### src/mkrc_pkg.sv
// shared types, constants and helper functions of the multi-key record comparator
package mkrc_pkg;

    localparam int MKRC_MAX_KEYS   = 4;
    localparam int SLOT_W          = 2;
    localparam int CHUNK_W         = 64;
    localparam int BYTES_W         = 4;
    localparam int CHUNK_BYTES     = 8;
    localparam int KEY_COUNT_W     = 3;
    localparam int KEY_TYPES_W     = 12;
    localparam int KEY_DESC_W      = 4;
    localparam int TYPE_W          = 3;
    localparam int CFG_ADDR_W      = 2;
    localparam int CFG_DATA_W      = 12;
    localparam int S_TDATA_W       = 136;
    localparam int S_TUSER_W       = 3;
    localparam int M_TDATA_W       = 8;

    typedef logic signed [1:0] verdict_t;

    localparam verdict_t VERDICT_LT = -2'sd1;
    localparam verdict_t VERDICT_EQ = 2'sd0;
    localparam verdict_t VERDICT_GT = 2'sd1;

    typedef enum logic [TYPE_W-1:0] {
        KT_INT32   = 3'd0,
        KT_UINT32  = 3'd1,
        KT_INT64   = 3'd2,
        KT_UINT64  = 3'd3,
        KT_FLOAT32 = 3'd4,
        KT_STRING  = 3'd5,
        KT_IGNORE  = 3'd6
    } key_type_t;

    typedef enum logic [CFG_ADDR_W-1:0] {
        CFG_KEY_COUNT = 2'd0,
        CFG_KEY_TYPES = 2'd1,
        CFG_KEY_DESC  = 2'd2
    } cfg_addr_t;

    typedef struct packed {
        logic [KEY_COUNT_W-1:0] key_count;
        logic [KEY_TYPES_W-1:0] key_types;
        logic [KEY_DESC_W-1:0]  key_descending;
    } cfg_t;

    typedef struct packed {
        logic [SLOT_W-1:0]  key_slot;
        logic [CHUNK_W-1:0] chunk_a;
        logic [CHUNK_W-1:0] chunk_b;
        logic [BYTES_W-1:0] chunk_bytes;
        logic               key_last;
        logic               record_last;
    } item_t;

    typedef struct packed {
        verdict_t verdict;   // direction applied, zero when the key gives no order
        logic     str_end;   // shared nul seen in this chunk
    } cmp_t;

    function automatic verdict_t order_u64(input logic [CHUNK_W-1:0] a,
                                           input logic [CHUNK_W-1:0] b);
        verdict_t r;
        if (a == b) begin
            r = VERDICT_EQ;
        end else if (a > b) begin
            r = VERDICT_GT;
        end else begin
            r = VERDICT_LT;
        end
        return r;
    endfunction

    function automatic verdict_t apply_dir(input verdict_t r, input logic desc);
        verdict_t v;
        v = desc ? verdict_t'(-r) : r;
        return v;
    endfunction

    function automatic logic [31:0] float_key(input logic [31:0] x);
        logic [31:0] k;
        k = x[31] ? ~x : (x | 32'h8000_0000);
        return k;
    endfunction

endpackage

### src/mkrc_cfg_regs.sv
// configuration register file: key count, per-slot types and directions
module mkrc_cfg_regs (
    input  logic                              aclk,
    input  logic                              aresetn,
    input  logic                              cfg_we,
    input  logic [mkrc_pkg::CFG_ADDR_W-1:0]   cfg_addr,
    input  logic [mkrc_pkg::CFG_DATA_W-1:0]   cfg_wdata,
    output mkrc_pkg::cfg_t                    cfg
);

    mkrc_pkg::cfg_t cfg_reg;
    mkrc_pkg::cfg_t cfg_next;

    always_comb begin
        cfg_next = cfg_reg;
        if (cfg_we) begin
            unique case (mkrc_pkg::cfg_addr_t'(cfg_addr))
                mkrc_pkg::CFG_KEY_COUNT: begin
                    cfg_next.key_count = cfg_wdata[mkrc_pkg::KEY_COUNT_W-1:0];
                end
                mkrc_pkg::CFG_KEY_TYPES: begin
                    cfg_next.key_types = cfg_wdata[mkrc_pkg::KEY_TYPES_W-1:0];
                end
                mkrc_pkg::CFG_KEY_DESC: begin
                    cfg_next.key_descending = cfg_wdata[mkrc_pkg::KEY_DESC_W-1:0];
                end
                default: begin
                    cfg_next = cfg_reg;
                end
            endcase
        end
    end

    always_ff @(posedge aclk) begin
        if (!aresetn) begin
            cfg_reg.key_count      <= mkrc_pkg::KEY_COUNT_W'(1);
            cfg_reg.key_types      <= '0;
            cfg_reg.key_descending <= '0;
        end else begin
            cfg_reg <= cfg_next;
        end
    end

    assign cfg = cfg_reg;

endmodule

### src/mkrc_in_stage.sv
// input register stage: captures one key chunk word per cycle while it is empty or its held word advances
module mkrc_in_stage (
    input  logic                             aclk,
    input  logic                             aresetn,
    input  logic                             s_tvalid,
    output logic                             s_tready,
    input  logic [mkrc_pkg::S_TDATA_W-1:0]   s_tdata,
    input  logic [mkrc_pkg::S_TUSER_W-1:0]   s_tuser,
    input  logic                             s_tlast,
    input  logic                             advance,
    output logic                             item_valid,
    output mkrc_pkg::item_t                  item
);

    logic            valid_reg;
    logic            valid_next;
    mkrc_pkg::item_t item_reg;
    mkrc_pkg::item_t item_next;
    logic            take;

    assign s_tready = !valid_reg || advance;
    assign take     = s_tvalid && s_tready;

    always_comb begin
        item_next = item_reg;
        if (take) begin
            item_next.key_slot    = s_tuser[1:0];
            item_next.key_last    = s_tuser[2];
            item_next.chunk_a     = s_tdata[63:0];
            item_next.chunk_b     = s_tdata[127:64];
            item_next.chunk_bytes = s_tdata[131:128];
            item_next.record_last = s_tlast;
        end
        valid_next = take || (valid_reg && !advance);
    end

    always_ff @(posedge aclk) begin
        if (!aresetn) begin
            valid_reg <= 1'b0;
        end else begin
            valid_reg <= valid_next;
        end
    end

    always_ff @(posedge aclk) begin
        item_reg <= item_next;
    end

    assign item_valid = valid_reg;
    assign item       = item_reg;

endmodule

### src/mkrc_key_cmp.sv
// combinational compare of one key chunk of both records
module mkrc_key_cmp #(
    parameter int MaxKeys = mkrc_pkg::MKRC_MAX_KEYS
) (
    input  mkrc_pkg::item_t item,
    input  mkrc_pkg::cfg_t  cfg,
    input  logic            string_ended,
    output mkrc_pkg::cmp_t  cmp
);

    logic                                slot_active;
    logic [mkrc_pkg::KEY_TYPES_W-1:0]    types_sh;
    logic [mkrc_pkg::TYPE_W-1:0]         type_code;
    logic                                desc;
    logic [31:0]                         fa;
    logic [31:0]                         fb;
    logic                                any_nan;
    logic                                both_zero;
    logic [mkrc_pkg::BYTES_W-1:0]        byte_cnt;
    logic                                str_stop;
    logic                                str_nul;
    logic [7:0]                          ba;
    logic [7:0]                          bb;
    mkrc_pkg::verdict_t                  str_r;
    mkrc_pkg::verdict_t                  r;

    assign slot_active = (int'(item.key_slot) < int'(cfg.key_count)) &&
                         (int'(item.key_slot) < MaxKeys);
    assign types_sh  = cfg.key_types >> (4'(item.key_slot) * 4'd3);
    assign type_code = types_sh[mkrc_pkg::TYPE_W-1:0];
    assign desc      = cfg.key_descending[item.key_slot];

    assign fa        = item.chunk_a[31:0];
    assign fb        = item.chunk_b[31:0];
    assign any_nan   = (fa[30:0] > 31'h7F80_0000) || (fb[30:0] > 31'h7F80_0000);
    assign both_zero = (fa[30:0] == '0) && (fb[30:0] == '0);

    // byte-wise string compare over the valid bytes, byte 0 first, stops at first difference or shared nul
    always_comb begin
        byte_cnt = (item.chunk_bytes > mkrc_pkg::BYTES_W'(mkrc_pkg::CHUNK_BYTES)) ?
                   mkrc_pkg::BYTES_W'(mkrc_pkg::CHUNK_BYTES) : item.chunk_bytes;
        str_stop = 1'b0;
        str_nul  = 1'b0;
        str_r    = mkrc_pkg::VERDICT_EQ;
        ba       = '0;
        bb       = '0;
        for (int i = 0; i < mkrc_pkg::CHUNK_BYTES; i++) begin
            ba = item.chunk_a[8*i +: 8];
            bb = item.chunk_b[8*i +: 8];
            if (!str_stop && (mkrc_pkg::BYTES_W'(i) < byte_cnt)) begin
                if (ba != bb) begin
                    str_r    = (ba > bb) ? mkrc_pkg::VERDICT_GT : mkrc_pkg::VERDICT_LT;
                    str_stop = 1'b1;
                end else if (ba == 8'd0) begin
                    str_nul  = 1'b1;
                    str_stop = 1'b1;
                end
            end
        end
    end

    always_comb begin
        r           = mkrc_pkg::VERDICT_EQ;
        cmp.str_end = 1'b0;
        if (slot_active) begin
            case (type_code)
                mkrc_pkg::KT_INT32: begin
                    r = mkrc_pkg::apply_dir(
                        mkrc_pkg::order_u64({32'd0, fa ^ 32'h8000_0000},
                                            {32'd0, fb ^ 32'h8000_0000}), desc);
                end
                mkrc_pkg::KT_UINT32: begin
                    r = mkrc_pkg::apply_dir(
                        mkrc_pkg::order_u64({32'd0, fa}, {32'd0, fb}), desc);
                end
                mkrc_pkg::KT_INT64: begin
                    r = mkrc_pkg::apply_dir(
                        mkrc_pkg::order_u64(item.chunk_a ^ 64'h8000_0000_0000_0000,
                                            item.chunk_b ^ 64'h8000_0000_0000_0000), desc);
                end
                mkrc_pkg::KT_UINT64: begin
                    r = mkrc_pkg::apply_dir(
                        mkrc_pkg::order_u64(item.chunk_a, item.chunk_b), desc);
                end
                mkrc_pkg::KT_FLOAT32: begin
                    if (any_nan) begin
                        r = desc ? mkrc_pkg::VERDICT_GT : mkrc_pkg::VERDICT_LT;
                    end else if (both_zero) begin
                        r = mkrc_pkg::VERDICT_EQ;
                    end else begin
                        r = mkrc_pkg::apply_dir(
                            mkrc_pkg::order_u64({32'd0, mkrc_pkg::float_key(fa)},
                                                {32'd0, mkrc_pkg::float_key(fb)}), desc);
                    end
                end
                mkrc_pkg::KT_STRING: begin
                    if (!string_ended) begin
                        r           = mkrc_pkg::apply_dir(str_r, desc);
                        cmp.str_end = str_nul;
                    end
                end
                default: begin
                    r = mkrc_pkg::VERDICT_EQ;
                end
            endcase
        end
        cmp.verdict = r;
    end

endmodule

### src/mkrc_verdict.sv
// record-pair state and the registered verdict output
module mkrc_verdict (
    input  logic                             aclk,
    input  logic                             aresetn,
    input  logic                             item_valid,
    input  mkrc_pkg::item_t                  item,
    input  mkrc_pkg::cmp_t                   cmp,
    output logic                             string_ended,
    output logic                             advance,
    output logic                             m_tvalid,
    input  logic                             m_tready,
    output logic [mkrc_pkg::M_TDATA_W-1:0]   m_tdata
);

    logic               decided_reg;
    logic               decided_next;
    mkrc_pkg::verdict_t held_reg;
    mkrc_pkg::verdict_t held_next;
    logic               str_end_reg;
    logic               str_end_next;
    logic               out_valid_reg;
    logic               out_valid_next;
    mkrc_pkg::verdict_t out_verdict_reg;
    mkrc_pkg::verdict_t out_verdict_next;
    logic               hit;
    logic               dec_mid;
    mkrc_pkg::verdict_t held_mid;
    logic               str_mid;

    // a record-closing word waits only while an unread verdict blocks the output
    assign advance = item_valid && (!item.record_last || !out_valid_reg || m_tready);

    assign hit      = !decided_reg && (cmp.verdict != mkrc_pkg::VERDICT_EQ);
    assign dec_mid  = decided_reg || hit;
    assign held_mid = decided_reg ? held_reg : cmp.verdict;
    assign str_mid  = (str_end_reg || (!decided_reg && cmp.str_end)) && !item.key_last;

    always_comb begin
        decided_next     = decided_reg;
        held_next        = held_reg;
        str_end_next     = str_end_reg;
        out_verdict_next = out_verdict_reg;
        out_valid_next   = out_valid_reg && !m_tready;
        if (advance) begin
            decided_next = dec_mid;
            held_next    = held_mid;
            str_end_next = str_mid;
            if (item.record_last) begin
                out_verdict_next = dec_mid ? held_mid : mkrc_pkg::VERDICT_EQ;
                out_valid_next   = 1'b1;
                decided_next     = 1'b0;
                held_next        = mkrc_pkg::VERDICT_EQ;
                str_end_next     = 1'b0;
            end
        end
    end

    always_ff @(posedge aclk) begin
        if (!aresetn) begin
            decided_reg   <= 1'b0;
            held_reg      <= mkrc_pkg::VERDICT_EQ;
            str_end_reg   <= 1'b0;
            out_valid_reg <= 1'b0;
        end else begin
            decided_reg   <= decided_next;
            held_reg      <= held_next;
            str_end_reg   <= str_end_next;
            out_valid_reg <= out_valid_next;
        end
    end

    always_ff @(posedge aclk) begin
        out_verdict_reg <= out_verdict_next;
    end

    assign string_ended = str_end_reg;
    assign m_tvalid     = out_valid_reg;
    assign m_tdata      = {6'd0, out_verdict_reg};

endmodule

### src/multi_key_record_compare.sv
// top level of the multi-key record comparator
//
// usage: the sort engine streams the key chunks of two records on the s_ channel,
// one word per key chunk, slot in tuser[1:0], end of key in tuser[2], and tlast on
// the final word of the record pair. the first chunk that differs fixes the order;
// later words of that pair are still taken but change nothing. one verdict word
// per record pair leaves on the m_ channel: -1 first record before, 0 equal,
// 1 first record after (two-bit signed in tdata[1:0]).
// configuration: cfg_we/cfg_addr/cfg_wdata write key count, key types and
// descending flags; write only while no record pair is in flight.
// path: a word is captured in the input register and its verdict is written into
// the output register, so tvalid rises once the tlast word has passed through both.
// throughput: one word per cycle while no unread verdict holds back a tlast word,
// bounded by the single compare path between the input and output registers.
// stall: while a verdict waits unread, non-final words keep flowing; a tlast word
// is held in the input register until the output register frees up.
// reset: synchronous, active low; registers return to key count 1, all slots
// int32 ascending, and any partial record pair is dropped.
module multi_key_record_compare #(
    parameter int MaxKeys = mkrc_pkg::MKRC_MAX_KEYS
) (
    input  logic                             aclk,
    input  logic                             aresetn,
    // configuration write port
    input  logic                             cfg_we,
    input  logic [mkrc_pkg::CFG_ADDR_W-1:0]  cfg_addr,
    input  logic [mkrc_pkg::CFG_DATA_W-1:0]  cfg_wdata,
    // key chunk stream
    input  logic                             s_tvalid,
    output logic                             s_tready,
    // chunk_a [63:0], chunk_b [127:64], chunk_bytes [131:128], zero pad [135:132]
    input  logic [mkrc_pkg::S_TDATA_W-1:0]   s_tdata,
    // key_slot [1:0], key_last [2]
    input  logic [mkrc_pkg::S_TUSER_W-1:0]   s_tuser,
    // record_last
    input  logic                             s_tlast,
    // verdict stream
    output logic                             m_tvalid,
    input  logic                             m_tready,
    // verdict [1:0] signed, zero pad [7:2]
    output logic [mkrc_pkg::M_TDATA_W-1:0]   m_tdata
);

    mkrc_pkg::cfg_t  cfg;
    mkrc_pkg::item_t item;
    mkrc_pkg::cmp_t  cmp;
    logic            item_valid;
    logic            advance;
    logic            string_ended;

    // register file, to be written only between record pairs; the block does not enforce this
    mkrc_cfg_regs u_cfg (
        .aclk      (aclk),
        .aresetn   (aresetn),
        .cfg_we    (cfg_we),
        .cfg_addr  (cfg_addr),
        .cfg_wdata (cfg_wdata),
        .cfg       (cfg)
    );

    // input register
    mkrc_in_stage u_in (
        .aclk       (aclk),
        .aresetn    (aresetn),
        .s_tvalid   (s_tvalid),
        .s_tready   (s_tready),
        .s_tdata    (s_tdata),
        .s_tuser    (s_tuser),
        .s_tlast    (s_tlast),
        .advance    (advance),
        .item_valid (item_valid),
        .item       (item)
    );

    // per-chunk compare, pure logic
    mkrc_key_cmp #(
        .MaxKeys (MaxKeys)
    ) u_cmp (
        .item         (item),
        .cfg          (cfg),
        .string_ended (string_ended),
        .cmp          (cmp)
    );

    // decided / held verdict / string end state and the output register
    mkrc_verdict u_verdict (
        .aclk         (aclk),
        .aresetn      (aresetn),
        .item_valid   (item_valid),
        .item         (item),
        .cmp          (cmp),
        .string_ended (string_ended),
        .advance      (advance),
        .m_tvalid     (m_tvalid),
        .m_tready     (m_tready),
        .m_tdata      (m_tdata)
    );

endmodule

### config.mk
export PLATFORM = sky130hd
export DESIGN_NAME = multi_key_record_compare
export DESIGN_NICKNAME = d
export VERILOG_FILES = /design/src/mkrc_pkg.sv /design/src/mkrc_cfg_regs.sv /design/src/mkrc_in_stage.sv /design/src/mkrc_key_cmp.sv /design/src/mkrc_verdict.sv /design/src/multi_key_record_compare.sv
export SDC_FILE = /design/constraint.sdc
export NUM_CORES = 1
export LEC_CHECK = 0
export BUFFER_PORTS_ARGS = -buffer_cell sky130_fd_sc_hd__buf_4
export CORE_UTILIZATION = 50
export DETAILED_ROUTE_END_ITERATION = 10
export GPL_TIMING_DRIVEN = 0
export HOLD_SLACK_MARGIN = 0.15
export PLACE_DENSITY = 0.71
export SYNTH_ARGS = -nofsm -noshare
export SYNTH_HDL_FRONTEND = slang
export SYNTH_SLANG_ARGS = --single-unit
### constraint.sdc
create_clock -name aclk -period 10 [get_ports aclk]
set_input_delay 1 -clock aclk [delete_from_list [all_inputs] [get_ports aclk]]
set_output_delay 1 -clock aclk [all_outputs]
set_load 0.05 [all_outputs]
==> flow_summary_export.csv <==
group,metric,value,unit
status,status,"completed",
clock_network,htree_levels,4,
placement,portBuffers,158,
placement,place_inst,1242,
synth,async_reset_ff_share,0,%
grt,grt_max_degree,31,
cells_and_area,final_nets,1292,
placement,gp_congestion,0.8768,
power,peakVddDrop,165.7,uV
placement,post-place-ws,5598,ps
grt,overflow,0,
synth,netlist_instances,840,
detailed_routing,wl_per_cell,16.27,um
clock_network,hold_buffers,0,
grt,antenna_found_initial,0,
die,initial_core_util,50.93,%
cells_and_area,postLayoutCoreUtil,62.94,%
synth,synthTopCellsByArea,"edfxtp_1 43%, ha_1 14%, dfxtp_1 5.3%",
clock_network,cts.path.max_buffers,2,
detailed_routing,via_per_inst,5.414,
critical_path,cp_max_fo,10,
detailed_routing,ant_nets,0,
grt,grt_util_all_layers,22.52,%
power,p_leak,5.051,nW
cells_and_area,areaGrowthSynthToFinish,23.59,%
cells_and_area,fin_area,11770,sq um
critical_path,path_cells,"clkbuf_1, buf_1, inv_1, ha_1, ha_1, nand4_1, nor4_1, nand2_1, a21bo_1, nor3_1, mux2_4, or4_4, o21ai_0, nand2_1",
critical_path,start_kind,"flip-flop",
min_path,hold_path.class,"reg2reg",
sta,post-route-period-util,44.41,%
cells_and_area,drive_gt1_share,21.35,%
die,row_count,50,
placement,post-dp-hpwl,16.29,mm
cells_and_area,antenna_cells,0,
sta,rsz0062_at_grt,"false",
clock_network,post_cts_resized,0,
detailed_routing,drc_errors,0,
synth,avgSynthCellArea,11.34,sq um
critical_path,slowest_delay,560,ps
synth,ys_seq_area_share,48.75,%
sta,clock_skew,14.42,ps
detailed_routing,wl,20.73,mm
synth,synth_top_area_share,43.50,%
grt,grt_pass1_wl,34.05,mm
sta,fin_ws,5559,ps
placement,placed_cell_area,11150,sq um
cells_and_area,final_common_cell,"buf_4",
sta,slew_viol_final,0,
detailed_routing,drtPass1Iterations,5,
synth,synth_edf_count,138,
synth,yosysUniqueCellTypes,64,
synth,yosysTopAreaCell,"edfxtp_1",
sta,clock.fmax,225.2,MHz
sta,setup_viol,0,
die,fp.dieW,140.0,um
synth,syn-cell-area,9527,sq um
detailed_routing,drt_iter0_drc,338,
die,core-area,18710,sq um
cells_and_area,largest_reg_flops,136,
detailed_routing,vias,6897,
synth,synth.ff_latch_count,163,
die,dieArea,19610,sq um
clock_network,clock_latency,440,ps
cells_and_area,stdcell_count,1274,
synth,yosys_most_used_dff,"edfxtp_1",
job,drv_cap,0,
die,ios,169,
sta,worst_pin_slew,752.4,ps
critical_path,worst_setup_path_end_kind,"flip-flop",
clock_network,path_clk_slew,70,ps
grt,grt_pass1_vias,6971,
clock_network,numCtsBuffers,17,
clock_network,cts_tree,"built",
cells_and_area,final_cell_mix,"164 x buf_4, 138 x edfxtp_1, 106 x ha_1, 84 x inv_1, 59 x a21oi_1",
clock_network,cts_root_buf,"clkbuf_16",
synth,yosysWarnings,0,
sta,max-slew-margin-rel,49.84,%
clock_network,post_cts_buffers,0,
die,die_h,140.0,um
clock_network,clock_sinks,163,
critical_path,crit_type,"reg2reg",
critical_path,cp_slowest_cell,"buf_1",
power,power_density,150.1,nW/um^2
critical_path,cp.arrival,4620,ps
sta,period_minus_slack,4441,ps
critical_path,cp.required,10180,ps
sta,hold_viol_final,0,
-- report_power, final --
part | total (W) | internal (W) | leakage, nW | switching [W]
Clock | 0.000688 | 0.000402 | 0.305 | 0.000286
Sequential | 0.000810 | 0.000778 | 1.55 | 0.0000317
Combinational | 0.000270 | 0.000134 | 3.19 | 0.000136
Total | 0.00177 | 0.00131 | 5.05 | 0.000454
-- synth_stat cells (2+ instances only) --
cell type,number
a211oi_1,8
a21o_1,12
a21oi_1,59
a311oi_1,2
a31oi_1,7
a32o_1,2
and4_1,2
buf_1,5
buf_2,3
buf_4,6
clkbuf_1,5
dfxtp_1,25
edfxtp_1,138
ha_1,106
inv_1,84
mux2i_1,21
mux4_2,4
nand2_1,39
nand2b_1,2
nand3_1,17
nand3b_1,3
nand4_1,30
nand4b_1,2
nor2_1,33
nor2b_1,26
nor3_1,9
nor3b_1,6
nor4_1,22
nor4_4,3
nor4b_1,3
o2111a_1,3
o211ai_1,5
o21a_1,14
o21ai_0,27
o21bai_1,6
o22ai_1,4
o311ai_0,2
o31ai_1,5
o41ai_1,2
or2_2,3
xnor2_1,32
xor2_1,31
-- through the flow --
stage / power [W] / hold WS, ps / setup TNS [ps]
finish: 0.001767 / 475.5 / 0
global route: 0.001851 / 510.7 / 0
CTS: 0.001783 / 481.4 / 0
detailed placement: 0.001091 / 469.3 / 0
global placement: 0.001090 / 465.4 / -155510
floorplan: 0.0009929 / 441.9 / 0
-- cell type report --
type / instances / area, sq um
multi-input combinational: 579 / 4503
timing repair buffer: 163 / 1301
inverter: 84 / 315.3
clock inverter: 14 / 190.2
buffer: 19 / 97.59
fill: 1520 / 6932
clock buffer: 18 / 429.2
sequential: 163 / 4644
tap: 234 / 292.8
-- routing by layer --
metal	vias to the layer above	GRT usage, %	part of all wire, %
li1	3499	-	-
met1	3195	27.77	44
met2	173	38.82	49
met3	30	5.675	4.9
met4	0	6.767	1.6
met5	-	0	0
-- logic make-up (layout without fill, tap and decap cells) --
family / after synthesis / in the layout / share of synthesized area (%)
simple gates: 210 / 210 / 12.60
compound gates: 167 / 167 / 11.14
flops: 163 / 163 / 48.75
fa+ha+maj: 106 / 106 / 13.92
buf+inv: 103 / 298 / 4.334
xor+xnor: 63 / 63 / 5.792
mux: 27 / 27 / 3.428
other cells: 1 / 6 / 0.03936
-- path summary, 6_finish.rpt --
path / startpoint / end / slack (ps) / cells past startpoint
min: u_verdict.held_reg[1] / u_verdict.held_reg[1] / 480 / 2
max: u_in.item[101] / u_verdict.out_verdict_reg[1] / 5560 / 14
min reg2reg: u_verdict.held_reg[1] / u_verdict.held_reg[1] / 480 / 2
max reg2reg: u_in.item[101] / u_verdict.out_verdict_reg[1] / 5560 / 14
-- critical path, delay by kind of cell (launching register included) --
| kind | cells | cell delay [ps] |
|---|---|---|
| DFF | 1 | 410 |
| AOI/OAI and AO/OA | 2 | 420 |
| muxes | 1 | 270 |
| adders and majority gates | 2 | 620 |
| buffers and inverters | 3 | 900 |
| and+or+nand+nor | 6 | 1560 |
No activity file was read; power rests on OpenSTA's default activity.
